[config.mk]
export PLATFORM = sky130hd
export DESIGN_NAME = swipe_gesture_player
export DESIGN_NICKNAME = d
export VERILOG_FILES = /design/src/rtl/core/sgp_pkg.sv /design/src/rtl/core/swipe_gesture_player.sv /design/src/rtl/core/sgp_front.sv /design/src/rtl/core/sgp_sector.sv /design/src/rtl/core/sgp_player.sv
export SDC_FILE = /design/constraint.sdc
export NUM_CORES = 1
export LEC_CHECK = 0
export BUFFER_PORTS_ARGS = -buffer_cell sky130_fd_sc_hd__buf_2
export CAP_MARGIN = 20
export CORE_MARGIN = 5
export CORE_UTILIZATION = 47
export DETAILED_ROUTE_END_ITERATION = 8
export SLEW_MARGIN = 20
export SYNTH_ARGS = -nofsm -noshare
export SYNTH_HDL_FRONTEND = slang
export SYNTH_SLANG_ARGS = --single-unit
[constraint.sdc]
create_clock -name i_clk -period 16.98 [get_ports i_clk]
set_clock_uncertainty 0.05 [all_clocks]
set_input_delay 0.849 -clock i_clk [delete_from_list [all_inputs] [get_ports i_clk]]
set_output_delay 0.849 -clock i_clk [all_outputs]
set_load 0.05 [all_outputs]
[src/rtl/core/sgp_pkg.sv]
`default_nettype none
package sgp_pkg;

    localparam int unsigned PosW   = 12;
    localparam int unsigned FracW  = 10;
    localparam int unsigned FrameW = 2;
    localparam int unsigned HoldFramesDefault = 2;

    localparam logic [FracW-1:0] FX_CENTRE = 10'd512;
    localparam logic [FracW-1:0] FX_HIGH   = 10'd922;
    localparam logic [FracW-1:0] FX_LOW    = 10'd102;

    localparam logic [1:0] OP_DOWN = 2'd0;
    localparam logic [1:0] OP_UP   = 2'd1;
    localparam logic [1:0] OP_TICK = 2'd2;

    localparam logic CFG_ENABLE   = 1'b0;
    localparam logic CFG_MIN_DIST = 1'b1;

    typedef enum logic [1:0] {
        K_NONE = 2'd0,
        K_DOWN = 2'd1,
        K_UP   = 2'd2,
        K_TICK = 2'd3
    } t_kind;

    typedef struct packed {
        t_kind           kind;
        logic [PosW-1:0] a;
        logic [PosW-1:0] b;
        logic            dx_neg;
        logic            dy_neg;
    } t_mid;

    typedef struct packed {
        logic [FracW-1:0] x;
        logic [FracW-1:0] y;
    } t_point;

    typedef struct packed {
        logic   touch_down;
        t_point pos;
        logic   button_update;
        logic   button_pressed;
    } t_result;

endpackage
`default_nettype wire

[src/rtl/core/swipe_gesture_player.sv]
// Swipe gesture player: turns finger down, finger up and frame tick beats into
// emulated touchpad contact beats. The block accepts one beat per clock cycle
// while the output side is not stalled. The accepting edge registers the
// travel from the stored start point; a later edge, once the output stage can
// take the beat, squares and compares it to pick the sector endpoint, advance
// the playback state and register any result.
// One stage of slack lets a new beat enter while a result waits on the output.
// Configuration writes must be made only while no beat is in flight.
`default_nettype none
module swipe_gesture_player #(
    parameter int unsigned HOLD_FRAMES = sgp_pkg::HoldFramesDefault
) (
    input  wire logic                       i_clk,
    input  wire logic                       i_rst_n,
    input  wire logic                       i_cfg_we,
    input  wire logic                       i_cfg_index,
    input  wire logic [sgp_pkg::PosW-1:0]   i_cfg_data,
    input  wire logic                       i_in_valid,
    output logic                            o_in_ready,
    input  wire logic [1:0]                 i_opcode,
    input  wire logic [sgp_pkg::PosW-1:0]   i_pos_x,
    input  wire logic [sgp_pkg::PosW-1:0]   i_pos_y,
    output logic                            o_out_valid,
    input  wire logic                       i_out_ready,
    output logic                            o_touch_down,
    output logic [sgp_pkg::FracW-1:0]       o_touch_x,
    output logic [sgp_pkg::FracW-1:0]       o_touch_y,
    output logic                            o_button_update,
    output logic                            o_button_pressed
);

    logic                     r_swipe_enable;
    logic [sgp_pkg::PosW-1:0] r_min_distance;
    logic                     clear_held;
    logic                     adv;
    logic                     mid_valid;
    sgp_pkg::t_mid            mid;
    sgp_pkg::t_point          end_pt;
    sgp_pkg::t_result         result;

    assign clear_held = i_cfg_we && i_cfg_index == sgp_pkg::CFG_ENABLE && !i_cfg_data[0];

    always_ff @(posedge i_clk) begin
        if (!i_rst_n) begin
            r_swipe_enable <= 1'b0;
            r_min_distance <= sgp_pkg::PosW'(15);
        end else if (i_cfg_we) begin
            case (i_cfg_index)
                sgp_pkg::CFG_ENABLE:   r_swipe_enable <= i_cfg_data[0];
                sgp_pkg::CFG_MIN_DIST: r_min_distance <= i_cfg_data;
                default:               r_swipe_enable <= r_swipe_enable;
            endcase
        end
    end

    sgp_front u_front (
        .i_clk        (i_clk),
        .i_rst_n      (i_rst_n),
        .i_in_valid   (i_in_valid),
        .o_in_ready   (o_in_ready),
        .i_opcode     (i_opcode),
        .i_pos_x      (i_pos_x),
        .i_pos_y      (i_pos_y),
        .i_clear_held (clear_held),
        .i_adv        (adv),
        .o_mid_valid  (mid_valid),
        .o_mid        (mid)
    );

    sgp_sector u_sector (
        .i_mid          (mid),
        .i_min_distance (r_min_distance),
        .o_end          (end_pt)
    );

    sgp_player #(
        .HOLD_FRAMES (HOLD_FRAMES)
    ) u_player (
        .i_clk       (i_clk),
        .i_rst_n     (i_rst_n),
        .i_mid_valid (mid_valid),
        .i_mid       (mid),
        .i_end       (end_pt),
        .i_enable    (r_swipe_enable),
        .i_out_ready (i_out_ready),
        .o_adv       (adv),
        .o_out_valid (o_out_valid),
        .o_result    (result)
    );

    assign o_touch_down     = result.touch_down;
    assign o_touch_x        = result.pos.x;
    assign o_touch_y        = result.pos.y;
    assign o_button_update  = result.button_update;
    assign o_button_pressed = result.button_pressed;

`ifndef SYNTHESIS
    a_button_level: assert property (@(posedge i_clk) disable iff (!i_rst_n)
        o_out_valid && o_button_update |-> o_button_pressed == o_touch_down)
        else $error("button level does not follow contact state");

    a_move_pressed: assert property (@(posedge i_clk) disable iff (!i_rst_n)
        o_out_valid && !o_button_update |-> o_touch_down && !o_button_pressed)
        else $error("move beat without contact");

    a_press_centre: assert property (@(posedge i_clk) disable iff (!i_rst_n)
        o_out_valid && o_touch_down && o_button_update |->
            o_touch_x == sgp_pkg::FX_CENTRE && o_touch_y == sgp_pkg::FX_CENTRE)
        else $error("press beat away from centre");

    a_mid_held: assert property (@(posedge i_clk) disable iff (!i_rst_n)
        mid_valid && !adv |=> mid_valid)
        else $error("stalled middle stage lost its beat");
`endif

endmodule
`default_nettype wire

[src/rtl/core/sgp_front.sv]
`default_nettype none
module sgp_front (
    input  wire logic                      i_clk,
    input  wire logic                      i_rst_n,
    input  wire logic                      i_in_valid,
    output logic                           o_in_ready,
    input  wire logic [1:0]                i_opcode,
    input  wire logic [sgp_pkg::PosW-1:0]  i_pos_x,
    input  wire logic [sgp_pkg::PosW-1:0]  i_pos_y,
    input  wire logic                      i_clear_held,
    input  wire logic                      i_adv,
    output logic                           o_mid_valid,
    output sgp_pkg::t_mid                  o_mid
);

    logic [sgp_pkg::PosW-1:0] r_start_x;
    logic [sgp_pkg::PosW-1:0] r_start_y;
    logic                     r_held;
    logic                     r_mid_valid;
    sgp_pkg::t_mid            r_mid;
    sgp_pkg::t_mid            n_mid;
    logic                     accept;
    logic                     x_lt;
    logic                     y_lt;

    assign o_in_ready = !r_mid_valid || i_adv;
    assign accept     = i_in_valid && o_in_ready;
    assign x_lt       = i_pos_x < r_start_x;
    assign y_lt       = i_pos_y < r_start_y;

    always_comb begin
        n_mid.a      = x_lt ? (r_start_x - i_pos_x) : (i_pos_x - r_start_x);
        n_mid.b      = y_lt ? (r_start_y - i_pos_y) : (i_pos_y - r_start_y);
        n_mid.dx_neg = x_lt;
        n_mid.dy_neg = y_lt;
        case (i_opcode)
            sgp_pkg::OP_DOWN: n_mid.kind = sgp_pkg::K_DOWN;
            sgp_pkg::OP_UP:   n_mid.kind = r_held ? sgp_pkg::K_UP : sgp_pkg::K_NONE;
            sgp_pkg::OP_TICK: n_mid.kind = sgp_pkg::K_TICK;
            default:          n_mid.kind = sgp_pkg::K_NONE;
        endcase
    end

    always_ff @(posedge i_clk) begin
        if (!i_rst_n) begin
            r_held      <= 1'b0;
            r_mid_valid <= 1'b0;
        end else begin
            if (accept) begin
                r_mid_valid <= 1'b1;
            end else if (i_adv) begin
                r_mid_valid <= 1'b0;
            end
            if (i_clear_held) begin
                r_held <= 1'b0;
            end else if (accept && i_opcode == sgp_pkg::OP_DOWN) begin
                r_held <= 1'b1;
            end else if (accept && i_opcode == sgp_pkg::OP_UP) begin
                r_held <= 1'b0;
            end
        end
    end

    always_ff @(posedge i_clk) begin
        if (accept) begin
            r_mid <= n_mid;
        end
        if (accept && i_opcode == sgp_pkg::OP_DOWN) begin
            r_start_x <= i_pos_x;
            r_start_y <= i_pos_y;
        end
    end

    assign o_mid_valid = r_mid_valid;
    assign o_mid       = r_mid;

endmodule
`default_nettype wire

[src/rtl/core/sgp_sector.sv]
`default_nettype none
module sgp_sector (
    input  wire sgp_pkg::t_mid             i_mid,
    input  wire logic [sgp_pkg::PosW-1:0]  i_min_distance,
    output sgp_pkg::t_point                o_end
);

    logic [sgp_pkg::PosW:0]       sum_ab;
    logic [2*sgp_pkg::PosW-1:0]   a2;
    logic [2*sgp_pkg::PosW-1:0]   b2;
    logic [2*sgp_pkg::PosW-1:0]   t2;
    logic [2*sgp_pkg::PosW+1:0]   s2;
    logic [2*sgp_pkg::PosW:0]     d2;
    logic                         a_zero;
    logic                         b_zero;
    logic                         horiz;
    logic                         vert;
    logic [sgp_pkg::FracW-1:0]    hx;
    logic [sgp_pkg::FracW-1:0]    vy;
    logic [sgp_pkg::FracW-1:0]    dgx;

    assign sum_ab = {1'b0, i_mid.a} + {1'b0, i_mid.b};
    assign a2     = {{sgp_pkg::PosW{1'b0}}, i_mid.a} * {{sgp_pkg::PosW{1'b0}}, i_mid.a};
    assign b2     = {{sgp_pkg::PosW{1'b0}}, i_mid.b} * {{sgp_pkg::PosW{1'b0}}, i_mid.b};
    assign t2     = {{sgp_pkg::PosW{1'b0}}, i_min_distance}
                  * {{sgp_pkg::PosW{1'b0}}, i_min_distance};
    assign s2     = {{(sgp_pkg::PosW+1){1'b0}}, sum_ab} * {{(sgp_pkg::PosW+1){1'b0}}, sum_ab};
    assign d2     = {1'b0, a2} + {1'b0, b2};
    assign a_zero = i_mid.a == '0;
    assign b_zero = i_mid.b == '0;

    // The direction is within 22.5 degrees of an axis when (a+b)^2 < 2*a^2.
    assign horiz = s2 < {1'b0, a2, 1'b0};
    assign vert  = s2 < {1'b0, b2, 1'b0};

    assign hx  = i_mid.dx_neg ? sgp_pkg::FX_LOW : sgp_pkg::FX_HIGH;
    assign vy  = (!i_mid.dy_neg && !b_zero) ? sgp_pkg::FX_HIGH : sgp_pkg::FX_LOW;
    assign dgx = (!i_mid.dx_neg && !a_zero) ? sgp_pkg::FX_HIGH : sgp_pkg::FX_LOW;

    always_comb begin
        if (d2 < {1'b0, t2}) begin
            o_end.x = sgp_pkg::FX_CENTRE;
            o_end.y = sgp_pkg::FX_CENTRE;
        end else if (a_zero && b_zero) begin
            o_end.x = sgp_pkg::FX_HIGH;
            o_end.y = sgp_pkg::FX_CENTRE;
        end else if (horiz) begin
            o_end.x = hx;
            o_end.y = sgp_pkg::FX_CENTRE;
        end else if (vert) begin
            o_end.x = sgp_pkg::FX_CENTRE;
            o_end.y = vy;
        end else begin
            o_end.x = dgx;
            o_end.y = vy;
        end
    end

endmodule
`default_nettype wire

[src/rtl/core/sgp_player.sv]
`default_nettype none
module sgp_player #(
    parameter int unsigned HOLD_FRAMES = sgp_pkg::HoldFramesDefault
) (
    input  wire logic             i_clk,
    input  wire logic             i_rst_n,
    input  wire logic             i_mid_valid,
    input  wire sgp_pkg::t_mid    i_mid,
    input  wire sgp_pkg::t_point  i_end,
    input  wire logic             i_enable,
    input  wire logic             i_out_ready,
    output logic                  o_adv,
    output logic                  o_out_valid,
    output sgp_pkg::t_result      o_result
);

    localparam logic [1:0] PH_IDLE    = 2'd0;
    localparam logic [1:0] PH_PRESS   = 2'd1;
    localparam logic [1:0] PH_MOVE    = 2'd2;
    localparam logic [1:0] PH_RELEASE = 2'd3;
    localparam logic [sgp_pkg::FrameW-1:0] Hold = sgp_pkg::FrameW'(HOLD_FRAMES);

    logic [1:0]                   r_phase;
    logic [1:0]                   n_phase;
    logic [sgp_pkg::FrameW-1:0]   r_frame;
    logic [sgp_pkg::FrameW-1:0]   n_frame;
    logic [sgp_pkg::FrameW-1:0]   frame_inc;
    sgp_pkg::t_point              r_end;
    sgp_pkg::t_point              n_end;
    logic                         r_out_valid;
    sgp_pkg::t_result             r_out;
    logic                         n_emit;
    sgp_pkg::t_result             n_out;
    logic                         work;

    assign o_adv     = !r_out_valid || i_out_ready;
    assign work      = i_mid_valid && o_adv;
    assign frame_inc = r_frame + 1'b1;

    always_comb begin
        n_phase = r_phase;
        n_frame = r_frame;
        n_end   = r_end;
        n_emit  = 1'b0;
        n_out.touch_down     = 1'b0;
        n_out.pos            = r_end;
        n_out.button_update  = 1'b1;
        n_out.button_pressed = 1'b0;
        case (i_mid.kind)
            sgp_pkg::K_DOWN: begin
                if (r_phase != PH_IDLE) begin
                    n_emit  = 1'b1;
                    n_phase = PH_IDLE;
                end
            end
            sgp_pkg::K_UP: begin
                n_end   = i_end;
                n_phase = PH_PRESS;
                n_frame = '0;
            end
            sgp_pkg::K_TICK: begin
                if (i_enable && r_phase != PH_IDLE) begin
                    n_emit = 1'b1;
                    if (r_phase == PH_RELEASE) begin
                        n_phase = PH_IDLE;
                    end else begin
                        n_out.touch_down = 1'b1;
                        if (r_phase == PH_PRESS) begin
                            n_out.pos.x          = sgp_pkg::FX_CENTRE;
                            n_out.pos.y          = sgp_pkg::FX_CENTRE;
                            n_out.button_pressed = 1'b1;
                        end else begin
                            n_out.button_update = 1'b0;
                        end
                        n_frame = frame_inc;
                        if (frame_inc >= Hold) begin
                            n_frame = '0;
                            n_phase = (r_phase == PH_PRESS) ? PH_MOVE : PH_RELEASE;
                        end
                    end
                end
            end
            default: begin
                n_emit = 1'b0;
            end
        endcase
    end

    always_ff @(posedge i_clk) begin
        if (!i_rst_n) begin
            r_phase     <= PH_IDLE;
            r_frame     <= '0;
            r_end.x     <= sgp_pkg::FX_CENTRE;
            r_end.y     <= sgp_pkg::FX_CENTRE;
            r_out_valid <= 1'b0;
        end else if (work) begin
            r_phase     <= n_phase;
            r_frame     <= n_frame;
            r_end       <= n_end;
            r_out_valid <= n_emit;
        end else if (i_out_ready) begin
            r_out_valid <= 1'b0;
        end
    end

    always_ff @(posedge i_clk) begin
        if (work && n_emit) begin
            r_out <= n_out;
        end
    end

    assign o_out_valid = r_out_valid;
    assign o_result    = r_out;

endmodule
`default_nettype wire
==> impl_metrics.prom, run 1 <==
# TYPE chip_impl_metric gauge
chip_impl_metric{name="final_wirelength",unit="microns"} 56400
chip_impl_metric{name="firstDrtPassIters",unit=""} 5
chip_impl_info{name="yosysTopAreaCell",value="fa_1"} 1
chip_impl_metric{name="clock-sinks",unit=""} 91
chip_impl_metric{name="final_min_period_over_clock_period",unit="%"} 61.2
chip_impl_metric{name="final-max-slew-violation-count",unit=""} 0
chip_impl_metric{name="cts-buffers-inserted",unit=""} 9
chip_impl_metric{name="timing_worst_slew_pin_value",unit="ns"} 0.994
chip_impl_metric{name="ys_seq_elements",unit=""} 91
chip_impl_metric{name="final.min_clock_period",unit="ns"} 10.39
chip_impl_info{name="crit_path_end_kind",value="flip-flop"} 1
chip_impl_metric{name="antenna_found_initial",unit=""} 0
chip_impl_info{name="yosys.cell_count.top_type",value="inv_1"} 1
chip_impl_metric{name="netlist_area",unit="sq um"} 24200
chip_impl_metric{name="critical-path-max-stage-delay",unit="ns"} 0.65
chip_impl_metric{name="syn-mean-instance-area",unit="sq um"} 8.84
chip_impl_info{name="worstHoldPathType",value="reg -> reg"} 1
chip_impl_info{name="crit_type",value="reg -> reg"} 1
chip_impl_metric{name="max_clock_freq",unit="MHz"} 96.2
chip_impl_info{name="worstSetupStartpointType",value="flip-flop"} 1
chip_impl_metric{name="antenna_violating_nets_post_route",unit=""} 0
chip_impl_metric{name="finalHoldViolations",unit=""} 0
chip_impl_info{name="clock_tree_from_tritoncts",value="yes"} 1
chip_impl_metric{name="area_growth_syn_to_layout",unit="%"} 5.25
chip_impl_metric{name="drc",unit=""} 0
chip_impl_metric{name="clk_pin_slew_worst_paths",unit="ns"} 0.08
chip_impl_metric{name="first_iter_violations",unit=""} 812
chip_impl_info{name="status",value="completed"} 1
chip_impl_metric{name="numPortBuffers",unit=""} 66
chip_impl_metric{name="wire_per_inst",unit="microns"} 16.4
chip_impl_metric{name="floorplan.die_area",unit="sq um"} 56100
chip_impl_metric{name="finalSetupTns",unit="ns"} 0
chip_impl_metric{name="die_w",unit="microns"} 237
chip_impl_metric{name="core_region_area",unit="sq um"} 51200
chip_impl_metric{name="grt_start_max_net_pins",unit=""} 29
chip_impl_metric{name="initial_utilization",unit="%"} 47.3
chip_impl_metric{name="grt_util_all_layers",unit="%"} 20.5
chip_impl_metric{name="instances_no_fill",unit=""} 3444
chip_impl_metric{name="ys_types",unit=""} 81
chip_impl_metric{name="gp_routability_congestion",unit=""} 0.875
chip_impl_metric{name="setup_violations",unit=""} 0
chip_impl_info{name="synth_common_cells",value="inv_1, ha_1, fa_1"} 1
chip_impl_metric{name="grt_pass1_wl",unit="microns"} 95300
chip_impl_metric{name="routed-via-count",unit=""} 18100
chip_impl_metric{name="postCtsSetupRepairBufs",unit=""} 0
chip_impl_metric{name="global_route.overflow_total",unit=""} 0
chip_impl_metric{name="clockBufferDepth",unit=""} 2
chip_impl_metric{name="cts_htree_levels",unit=""} 3
chip_impl_metric{name="finish.net_count",unit=""} 3521
chip_impl_metric{name="first_global_vias",unit=""} 19300
chip_impl_info{name="critPathSlowestCell",value="a21oi_1"} 1
chip_impl_metric{name="worst-endpoint-required",unit="ns"} 17.20
chip_impl_info{name="holdCritStartpoint",value="u_player.r_frame[0]"} 1
chip_impl_metric{name="yosysWarningCount",unit=""} 0
chip_impl_info{name="reg2reg_from",value="u_front.o_mid[2]"} 1
chip_impl_info{name="unrepaired_setup_endpoints_after_global_routing",value="no"} 1
chip_impl_metric{name="io_pins",unit=""} 69
chip_impl_info{name="worstSetupStartpoint",value="u_front.o_mid[2]"} 1
chip_impl_metric{name="cp_data_arrival_time",unit="ns"} 10.61
chip_impl_info{name="synth.top_cells.by_area",value="fa_1, ha_1, inv_1"} 1
chip_impl_info{name="cp_common_cell",value="fa_1"} 1
chip_impl_metric{name="dp_hpwl",unit="microns"} 48500
chip_impl_metric{name="ctsHoldBuffers",unit=""} 0
chip_impl_metric{name="worst_skew_pair.late_latency",unit="ns"} 0.37
chip_impl_metric{name="ys_seq_area_share",unit="%"} 10.1
chip_impl_metric{name="core.rowCount",unit=""} 83
chip_impl_metric{name="via_per_inst",unit=""} 5.26
chip_impl_metric{name="timing.slew.headroom",unit="%"} 32.0
chip_impl_metric{name="drive_gt1_share",unit="%"} 5.10
chip_impl_metric{name="cp_max_fo",unit=""} 15
chip_impl_metric{name="synth.top_cell.area_share",unit="%"} 27.8
chip_impl_metric{name="post_cts_resize_count",unit=""} 0
chip_impl_metric{name="synth_edf_count",unit=""} 63
chip_impl_metric{name="final_cell_utilization_of_the_core",unit="%"} 49.8
chip_impl_metric{name="maxCapViolCount",unit=""} 0
chip_impl_metric{name="die-height",unit="microns"} 237
chip_impl_metric{name="synthesis.instances",unit=""} 2739
chip_impl_info{name="root_driver",value="clkbuf_16"} 1
chip_impl_metric{name="count_of_placed_standard_cells_including_taps",unit=""} 3426
chip_impl_info{name="dominant_register_cell_in_the_synthesized_netlist",value="edfxtp_1"} 1
chip_impl_metric{name="synthArstFlopShare",unit="%"} 0
-- kinds of logic (layout without fill, tap and decap cells) --
kind of cell	Yosys count	in the layout	share of synthesized area, %
adder cells (fa/ha/maj)	720	720	47.6
AND/OR/NAND/NOR	679	679	14.1
buffers and inverters	650	672	10.3
AO/OA/AOI/OAI	426	426	11.4
XOR/XNOR	145	145	5.25
flip-flops	91	91	10.1
multiplexers	27	27	1.17
other	1	4	0.0155
-- metrics by stage --
step | setup slack [ns] | hold slack [ns] | area [sq um]
2_1_floorplan | 8.34 | 0.382 | 24200
3_3_place_gp | 6.96 | 0.392 | 25200
3_5_place_dp | 6.70 | 0.404 | 25200
4_1_cts | 6.63 | 0.416 | 25500
5_1_grt | 5.70 | 0.437 | 25500
6_report | 6.59 | 0.412 | 25500
-- registers in the layout (all words and copies together) (netlist names), 2 cells and up --
signal and flops:
u_front.r_start_y 12, u_front.o_mid 28, r_min_distance 12, u_player.r_end 8, u_player.r_phase 2, u_front.r_start_x 12, u_player.o_result 11, u_player.r_frame 2
-- final timing paths --
| check | depth (start not counted) | to | slack (ns) |
|---|---|---|---|
| worst max-delay path | 37 | u_player.r_end[16] | 6.59 |
| worst max register to register | 37 | u_player.r_end[16] | 6.59 |
| worst min register to register | 2 | u_player.r_frame[0] | 0.41 |
| worst min-delay path | 2 | u_player.r_frame[0] | 0.41 |
-- worst max-delay path: cells and delay by family, from the launching register on --
kind | cells | cell delay, ns
flip-flops | 1 | 0.63
XOR/XNOR | 1 | 0.21
adder cells (fa/ha/maj) | 9 | 3.81
AND/OR/NAND/NOR | 4 | 0.79
AO/OA/AOI/OAI | 17 | 3.99
buffers and inverters | 6 | 0.81
-- layer usage --
layer  wire, microns  vias up  global-route usage, %
met5               0        -                      0
met4            1020        0                   4.44
met3            1700       51                   1.82
met2           27700      317                   36.6
met1           25900     8922                   27.3
li1                -     8842                      -
-- cell usage in the layout (no fill, tap or decap), types with 18 or more instances in the layout --
cell and count:
nand2_1 164, o21ai_0 71, and2_1 155, nand3_1 42, nor2b_1 34, buf_2 66
xnor2_1 98, nand2b_1 29, o21a_1 28, nor3_1 31, a21o_1 54, fa_1 336
and3_1 19, o21bai_1 19, a31oi_1 18, dfxtp_1 28, nor2_1 149, inv_1 574
edfxtp_1 63, ha_1 384, mux2i_1 18, a21oi_1 138, xor2_1 47
-- layout make-up --
cell class	instances	area [sq um]
Fill cell	4876	25700
Antenna cell	2	5.00
Inverter	577	2170
Clock buffer	9	225
Multi-Input combinational cell	1999	19300
Timing Repair Buffer	79	428
Sequential cell	91	2450
Clock inverter	7	71.3
Tap cell	680	851
Power of run 1 is left out: the tool's default activity adds up to more than one toggle a clock period on the data nets, which glitch-free logic cannot reach.
==> inputs of run 2 (changes only) <==
- clock period: 16.98 -> 9.8 ns (I/O delays scaled with it)
==> run 2 against run 1 <==
Global-route usage increased by 0.61 points. Die area did not move. Routed wire length increased by 2.8%.
==> impl_metrics.prom, run 2 (synthesis gave the netlist of run 1 again) <==
# TYPE chip_impl_metric gauge
chip_impl_info{name="crit_type",value="reg -> reg"} 1
chip_impl_metric{name="timing_worst_slew_pin_value",unit="ns"} 0.966
chip_impl_metric{name="clk_pin_slew_worst_paths",unit="ns"} 0.08
chip_impl_metric{name="layout_cell_area_excl_fill",unit="sq um"} 25800
chip_impl_metric{name="worst-endpoint-required",unit="ns"} 10.03
chip_impl_metric{name="global_route.overflow_total",unit=""} 0
chip_impl_metric{name="cts_htree_levels",unit=""} 3
chip_impl_metric{name="finalHoldWorstSlack",unit="ns"} 0.255
chip_impl_metric{name="detailroute.wirelength.met3",unit="microns"} 1810
chip_impl_metric{name="antenna_violating_nets_post_route",unit=""} 0
chip_impl_metric{name="area_growth_syn_to_layout",unit="%"} 6.56
chip_impl_metric{name="drc",unit=""} 0
chip_impl_metric{name="worst-r2r-setup-slack",unit="ns"} 0.51
chip_impl_metric{name="final.setup.worst_slack",unit="ns"} 0.506
chip_impl_metric{name="critical-path-max-stage-delay",unit="ns"} 0.53
chip_impl_metric{name="max_clock_freq",unit="MHz"} 108
chip_impl_info{name="leading_cell_type_in_the_layout_fill_and_taps_excluded",value="inv_1"} 1
chip_impl_metric{name="routed-via-count",unit=""} 18300
chip_impl_metric{name="place_worst_setup_slack",unit="ns"} 0.504
chip_impl_metric{name="grt_pass1_wl",unit="microns"} 97800
chip_impl_metric{name="initial_utilization",unit="%"} 47.3
chip_impl_info{name="critPathSlowestCell",value="fa_1"} 1
chip_impl_info{name="crit_family",value="adder cells"} 1
chip_impl_metric{name="floorplan.die_area",unit="sq um"} 56100
chip_impl_metric{name="firstDrtPassIters",unit=""} 5
chip_impl_metric{name="clockBufferDepth",unit=""} 2
chip_impl_metric{name="largest_reg_flops",unit=""} 28
chip_impl_metric{name="die_w",unit="microns"} 237
chip_impl_metric{name="cp_max_fo",unit=""} 10
chip_impl_info{name="clock_tree_from_tritoncts",value="yes"} 1
chip_impl_metric{name="first_global_vias",unit=""} 19400
chip_impl_info{name="root_driver",value="clkbuf_16"} 1
chip_impl_metric{name="count_of_placed_standard_cells_including_taps",unit=""} 3460
chip_impl_metric{name="grt_start_max_net_pins",unit=""} 29
chip_impl_metric{name="finalHoldViolations",unit=""} 0
chip_impl_metric{name="numPortBuffers",unit=""} 66
chip_impl_metric{name="timing.slew.headroom",unit="%"} 35.4
chip_impl_metric{name="dp_hpwl",unit="microns"} 49900
chip_impl_metric{name="io_pins",unit=""} 69
chip_impl_metric{name="worst_skew_pair.late_latency",unit="ns"} 0.38
chip_impl_metric{name="post_dp_cell_area",unit="sq um"} 25400
chip_impl_metric{name="core_region_area",unit="sq um"} 51200
chip_impl_metric{name="via_per_inst",unit=""} 5.25
chip_impl_info{name="worstSetupStartpointType",value="flip-flop"} 1
chip_impl_metric{name="clock-sinks",unit=""} 91
chip_impl_info{name="status",value="completed"} 1
chip_impl_metric{name="setup_violations",unit=""} 0
chip_impl_metric{name="wire_per_inst",unit="microns"} 16.7
chip_impl_metric{name="cp_data_arrival_time",unit="ns"} 9.52
chip_impl_metric{name="first_iter_violations",unit=""} 846
chip_impl_metric{name="finish.net_count",unit=""} 3557
chip_impl_metric{name="final_min_period_over_clock_period",unit="%"} 94.8
chip_impl_metric{name="core.rowCount",unit=""} 83
chip_impl_metric{name="gp_routability_congestion",unit=""} 0.894
chip_impl_metric{name="die-height",unit="microns"} 237
chip_impl_info{name="worstHoldPathType",value="in -> reg"} 1
chip_impl_metric{name="routed-wl-met2",unit="microns"} 28000
chip_impl_metric{name="final.min_clock_period",unit="ns"} 9.29
chip_impl_info{name="crit_path_end_kind",value="flip-flop"} 1
chip_impl_metric{name="n_antenna_cell",unit=""} 0
chip_impl_metric{name="antenna_found_initial",unit=""} 1
chip_impl_metric{name="maxCapViolCount",unit=""} 0
chip_impl_metric{name="instances_no_fill",unit=""} 3478
chip_impl_metric{name="wp_buf_inv",unit=""} 5
chip_impl_metric{name="grt_util_all_layers",unit="%"} 21.2
chip_impl_info{name="topRoutingLayerUsed",value="met5"} 1
chip_impl_metric{name="cts-buffers-inserted",unit=""} 9
chip_impl_metric{name="final_wirelength",unit="microns"} 57900
chip_impl_metric{name="drive_gt1_share",unit="%"} 6.65
chip_impl_info{name="most-common-layout-cells",value="inv_1, ha_1, fa_1"} 1
chip_impl_metric{name="met1_length",unit="microns"} 26900
chip_impl_metric{name="final-max-slew-violation-count",unit=""} 0
==> run 2: cell count changes in the layout (fill, tap and decap cells not counted), moves of 2 or more <==
cell and delta:
diode_2 -2, clkinv_8 +2, a31oi_2 +2, buf_4 +36, o21ai_1 +3, o21ai_0 -3
inv_8 -2, a31oi_1 -2
==> run 2: cell type report <==
| class | count | area, sq um |
|---|---|---|
| fillers | 4845 | 25400 |
| multi-input cells | 1999 | 19300 |
| flip-flops and latches | 91 | 2450 |
| inverters | 577 | 2170 |
| well taps | 680 | 851 |
| repair buffers | 115 | 698 |
| clock buffers | 9 | 225 |
| clock inverters | 7 | 81.3 |
==> run 2: per-stage QoR <==
step	util (%)	TNS, ns
finish	50.4	0
global placement	49.7	0
detailed placement	49.7	0
CTS	50.3	0
global route	50.4	-0.00599
floorplan	-	0
==> run 2: per-layer routing <==
metal  up-vias  global-route usage [%]
li1       8932                       -
met1      8984                    28.9
met2       300                    36.8
met3        56                    1.72
met4         2                    4.81
met5         -                       0
==> run 2: worst reg2reg max path: cells and delay by family (launching register included) <==
kind / cells / cell delay [ns]
buffers and inverters: 5 / 0.30
DFF: 1 / 0.39
AOI/OAI and AO/OA: 17 / 3.25
and+or+nand+nor: 8 / 1.36
xor gates and xnor gates: 1 / 0.19
adders and majority gates: 9 / 3.63
==> run 2: final timing paths <==
check | endpoint | start | cells past startpoint
worst min-delay path | u_front.r_start_x[11] | i_pos_x[11] | 1
worst max-delay path | u_player.r_end[16] | u_front.o_mid[2] | 40
worst min register to register | u_player.r_frame[0] | u_player.r_frame[0] | 2
worst max register to register | u_player.r_end[16] | u_front.o_mid[2] | 40
==> run 2: what timing repair did <==
action	CTS	global route
hold buffers	0	0
resized for setup	0	12
endpoints found under the setup margin	0	8
setup buffers	0	2
Power of run 2 is left out for the same reason.
==> inputs of run 3 (changes only) <==
- CTS_BUF_LIST: not set -> sky130_fd_sc_hd__clkbuf_4
==> run 3 against run 2 <==
Via count is essentially flat. Routed wire length is essentially flat. Critical endpoint unchanged. Worst hold slack lost 0.18 ns. Cell count is essentially flat. Core utilization shrank 0.30 points. Critical path depth shrank 1. Cell area shrank 0.60%. Non-clock buffer count is the same. Register-to-register slack lost 0.03 ns. Worst setup slack lost 0.030 ns. Fmax shrank 0.32%.
==> impl_metrics.prom, run 3 (synthesis gave the netlist of run 1 again) <==
# TYPE chip_impl_metric gauge
chip_impl_info{name="status",value="completed"} 1
chip_impl_metric{name="core_region_area",unit="sq um"} 51200
chip_impl_metric{name="drive_gt1_share",unit="%"} 6.61
chip_impl_metric{name="numPortBuffers",unit=""} 66
chip_impl_metric{name="timing.hold.worst_path_depth",unit=""} 1
chip_impl_metric{name="cp_max_fo",unit=""} 10
chip_impl_metric{name="first_iter_violations",unit=""} 840
chip_impl_metric{name="max_clock_freq",unit="MHz"} 107
chip_impl_metric{name="timing_worst_slew_pin_value",unit="ns"} 0.963
chip_impl_info{name="most-common-layout-cells",value="inv_1, ha_1, fa_1"} 1
chip_impl_metric{name="firstDrtPassIters",unit=""} 5
chip_impl_info{name="gr-max-usage-layer",value="met2"} 1
chip_impl_metric{name="gp_routability_congestion",unit=""} 0.894
chip_impl_metric{name="global_route.overflow_total",unit=""} 0
chip_impl_metric{name="wp_buf_inv",unit=""} 5
chip_impl_metric{name="final.setup.worst_slack",unit="ns"} 0.476
chip_impl_metric{name="die-height",unit="microns"} 237
chip_impl_metric{name="n_fill_cell",unit=""} 4866
chip_impl_metric{name="place_worst_setup_slack",unit="ns"} 0.504
chip_impl_metric{name="cp_data_arrival_time",unit="ns"} 9.74
chip_impl_metric{name="finalHoldViolations",unit=""} 0
chip_impl_metric{name="grt_start_max_net_pins",unit=""} 29
chip_impl_metric{name="grt_util_all_layers",unit="%"} 21.1
chip_impl_metric{name="io_pins",unit=""} 69
chip_impl_metric{name="worst-endpoint-required",unit="ns"} 10.21
chip_impl_metric{name="count_of_placed_standard_cells_including_taps",unit=""} 3460
chip_impl_metric{name="final_min_period_over_clock_period",unit="%"} 95.1
chip_impl_metric{name="setup_violations",unit=""} 0
chip_impl_metric{name="cts_htree_levels",unit=""} 3
chip_impl_info{name="clock_tree_from_tritoncts",value="yes"} 1
chip_impl_metric{name="via_per_inst",unit=""} 5.26
chip_impl_metric{name="clk_pin_slew_worst_paths",unit="ns"} 0.18
chip_impl_info{name="root_driver",value="clkbuf_4"} 1
chip_impl_metric{name="regArea",unit="sq um"} 2450
chip_impl_info{name="crit_type",value="reg -> reg"} 1
chip_impl_metric{name="layout_cell_area_excl_fill",unit="sq um"} 25600
chip_impl_metric{name="grt_util_met1",unit="%"} 29.0
chip_impl_metric{name="grtUsageMet2",unit="%"} 36.8
chip_impl_metric{name="final.min_clock_period",unit="ns"} 9.32
chip_impl_metric{name="core.rowCount",unit=""} 83
chip_impl_metric{name="worst-r2r-setup-slack",unit="ns"} 0.48
chip_impl_metric{name="multi_input_comb_area",unit="sq um"} 19300
chip_impl_info{name="crit_path_end_kind",value="flip-flop"} 1
chip_impl_info{name="leading_cell_type_in_the_layout_fill_and_taps_excluded",value="inv_1"} 1
chip_impl_metric{name="dp_hpwl",unit="microns"} 49900
chip_impl_metric{name="maxCapViolCount",unit=""} 0
chip_impl_metric{name="antenna_found_initial",unit=""} 3
chip_impl_metric{name="timing.slew.headroom",unit="%"} 35.6
chip_impl_info{name="rr_endpoint",value="u_player.r_end[16]"} 1
chip_impl_metric{name="antenna_violating_nets_post_route",unit=""} 0
chip_impl_metric{name="post_dp_cell_area",unit="sq um"} 25400
chip_impl_metric{name="final_cell_utilization_of_the_core",unit="%"} 50.1
chip_impl_metric{name="clockBufferDepth",unit=""} 2
chip_impl_metric{name="ctsHoldBuffers",unit=""} 0
chip_impl_metric{name="grt_pass1_wl",unit="microns"} 97800
chip_impl_info{name="holdCritStartpoint",value="i_pos_x[11]"} 1
chip_impl_metric{name="worstRegToRegCells",unit=""} 39
chip_impl_info{name="critPathSlowestCell",value="fa_1"} 1
chip_impl_metric{name="grt_util_met3",unit="%"} 1.89
chip_impl_metric{name="die_w",unit="microns"} 237
chip_impl_metric{name="cts-buffers-inserted",unit=""} 9
chip_impl_metric{name="finish.net_count",unit=""} 3557
chip_impl_info{name="reg2reg_from",value="u_front.o_mid[15]"} 1
chip_impl_metric{name="wire_per_inst",unit="microns"} 16.6
chip_impl_info{name="worstSetupStartpoint",value="u_front.o_mid[15]"} 1
chip_impl_info{name="crit_family",value="adder cells"} 1
chip_impl_metric{name="first_global_vias",unit=""} 19300
chip_impl_metric{name="initial_utilization",unit="%"} 47.3
chip_impl_metric{name="area_growth_syn_to_layout",unit="%"} 5.92
chip_impl_metric{name="routed-via-count",unit=""} 18300
chip_impl_metric{name="floorplan.die_area",unit="sq um"} 56100
chip_impl_metric{name="critical-path-max-stage-delay",unit="ns"} 0.53
chip_impl_metric{name="final_wirelength",unit="microns"} 57900
chip_impl_metric{name="final-max-slew-violation-count",unit=""} 0
chip_impl_info{name="worst_hold_path.endpoint",value="u_front.r_start_x[11]"} 1
chip_impl_metric{name="worst_skew_pair.late_latency",unit="ns"} 0.55
chip_impl_metric{name="clock-sinks",unit=""} 91
chip_impl_metric{name="largest_reg_flops",unit=""} 28
chip_impl_metric{name="drc",unit=""} 0
chip_impl_info{name="worstSetupStartpointType",value="flip-flop"} 1
chip_impl_info{name="cp_common_cell",value="fa_1"} 1
chip_impl_info{name="worstHoldPathType",value="in -> reg"} 1
chip_impl_metric{name="instances_no_fill",unit=""} 3480
[run 3: area by class of cell]
type,count,area share (%)
antenna,2,0.0195
clock buffer,9,0.264
inverter,577,8.45
multi-input combinational,1999,75.3
sequential,91,9.56
tap,680,3.32
timing repair buffer,115,2.72
clock inverter,7,0.317
[run 3: timing repair]
action,4_1_cts,5_1_grt
endpoints found under the setup margin,0,8
buffers inserted,0,2
gates resized for setup,0,11
[run 3: through the flow]
stage / setup TNS, ns / hold slack, ns
finish: 0 / 0.0760
global route: -0.0265 / 0.0103
CTS: 0 / 0.00105
detailed placement: 0 / 0.398
global placement: 0 / 0.392
floorplan: 0 / 0.382
[run 3: worst max path at each step]
| stage | slack [ns] | to | cells after the start |
|---|---|---|---|
| 3_3_place_gp | 0.58 | u_player.r_end[16] | 40 |
| 6_report | 0.48 | u_player.r_end[16] | 39 |
| 3_5_place_dp | 0.50 | u_player.r_end[16] | 40 |
| 5_1_grt | -0.03 | u_player.r_end[16] | 40 |
| 2_1_floorplan | 1.16 | u_player.r_end[16] | 39 |
| 4_1_cts | 0.44 | u_player.r_end[16] | 39 |
[run 3: metal layers]
layer  vias up  wire length (microns)
met5         -                     13
met1      8994                  26800
met4         2                   1030
met2       329                  28100
li1       8921                      -
met3        46                   1950
Power of run 3 is left out for the same reason.
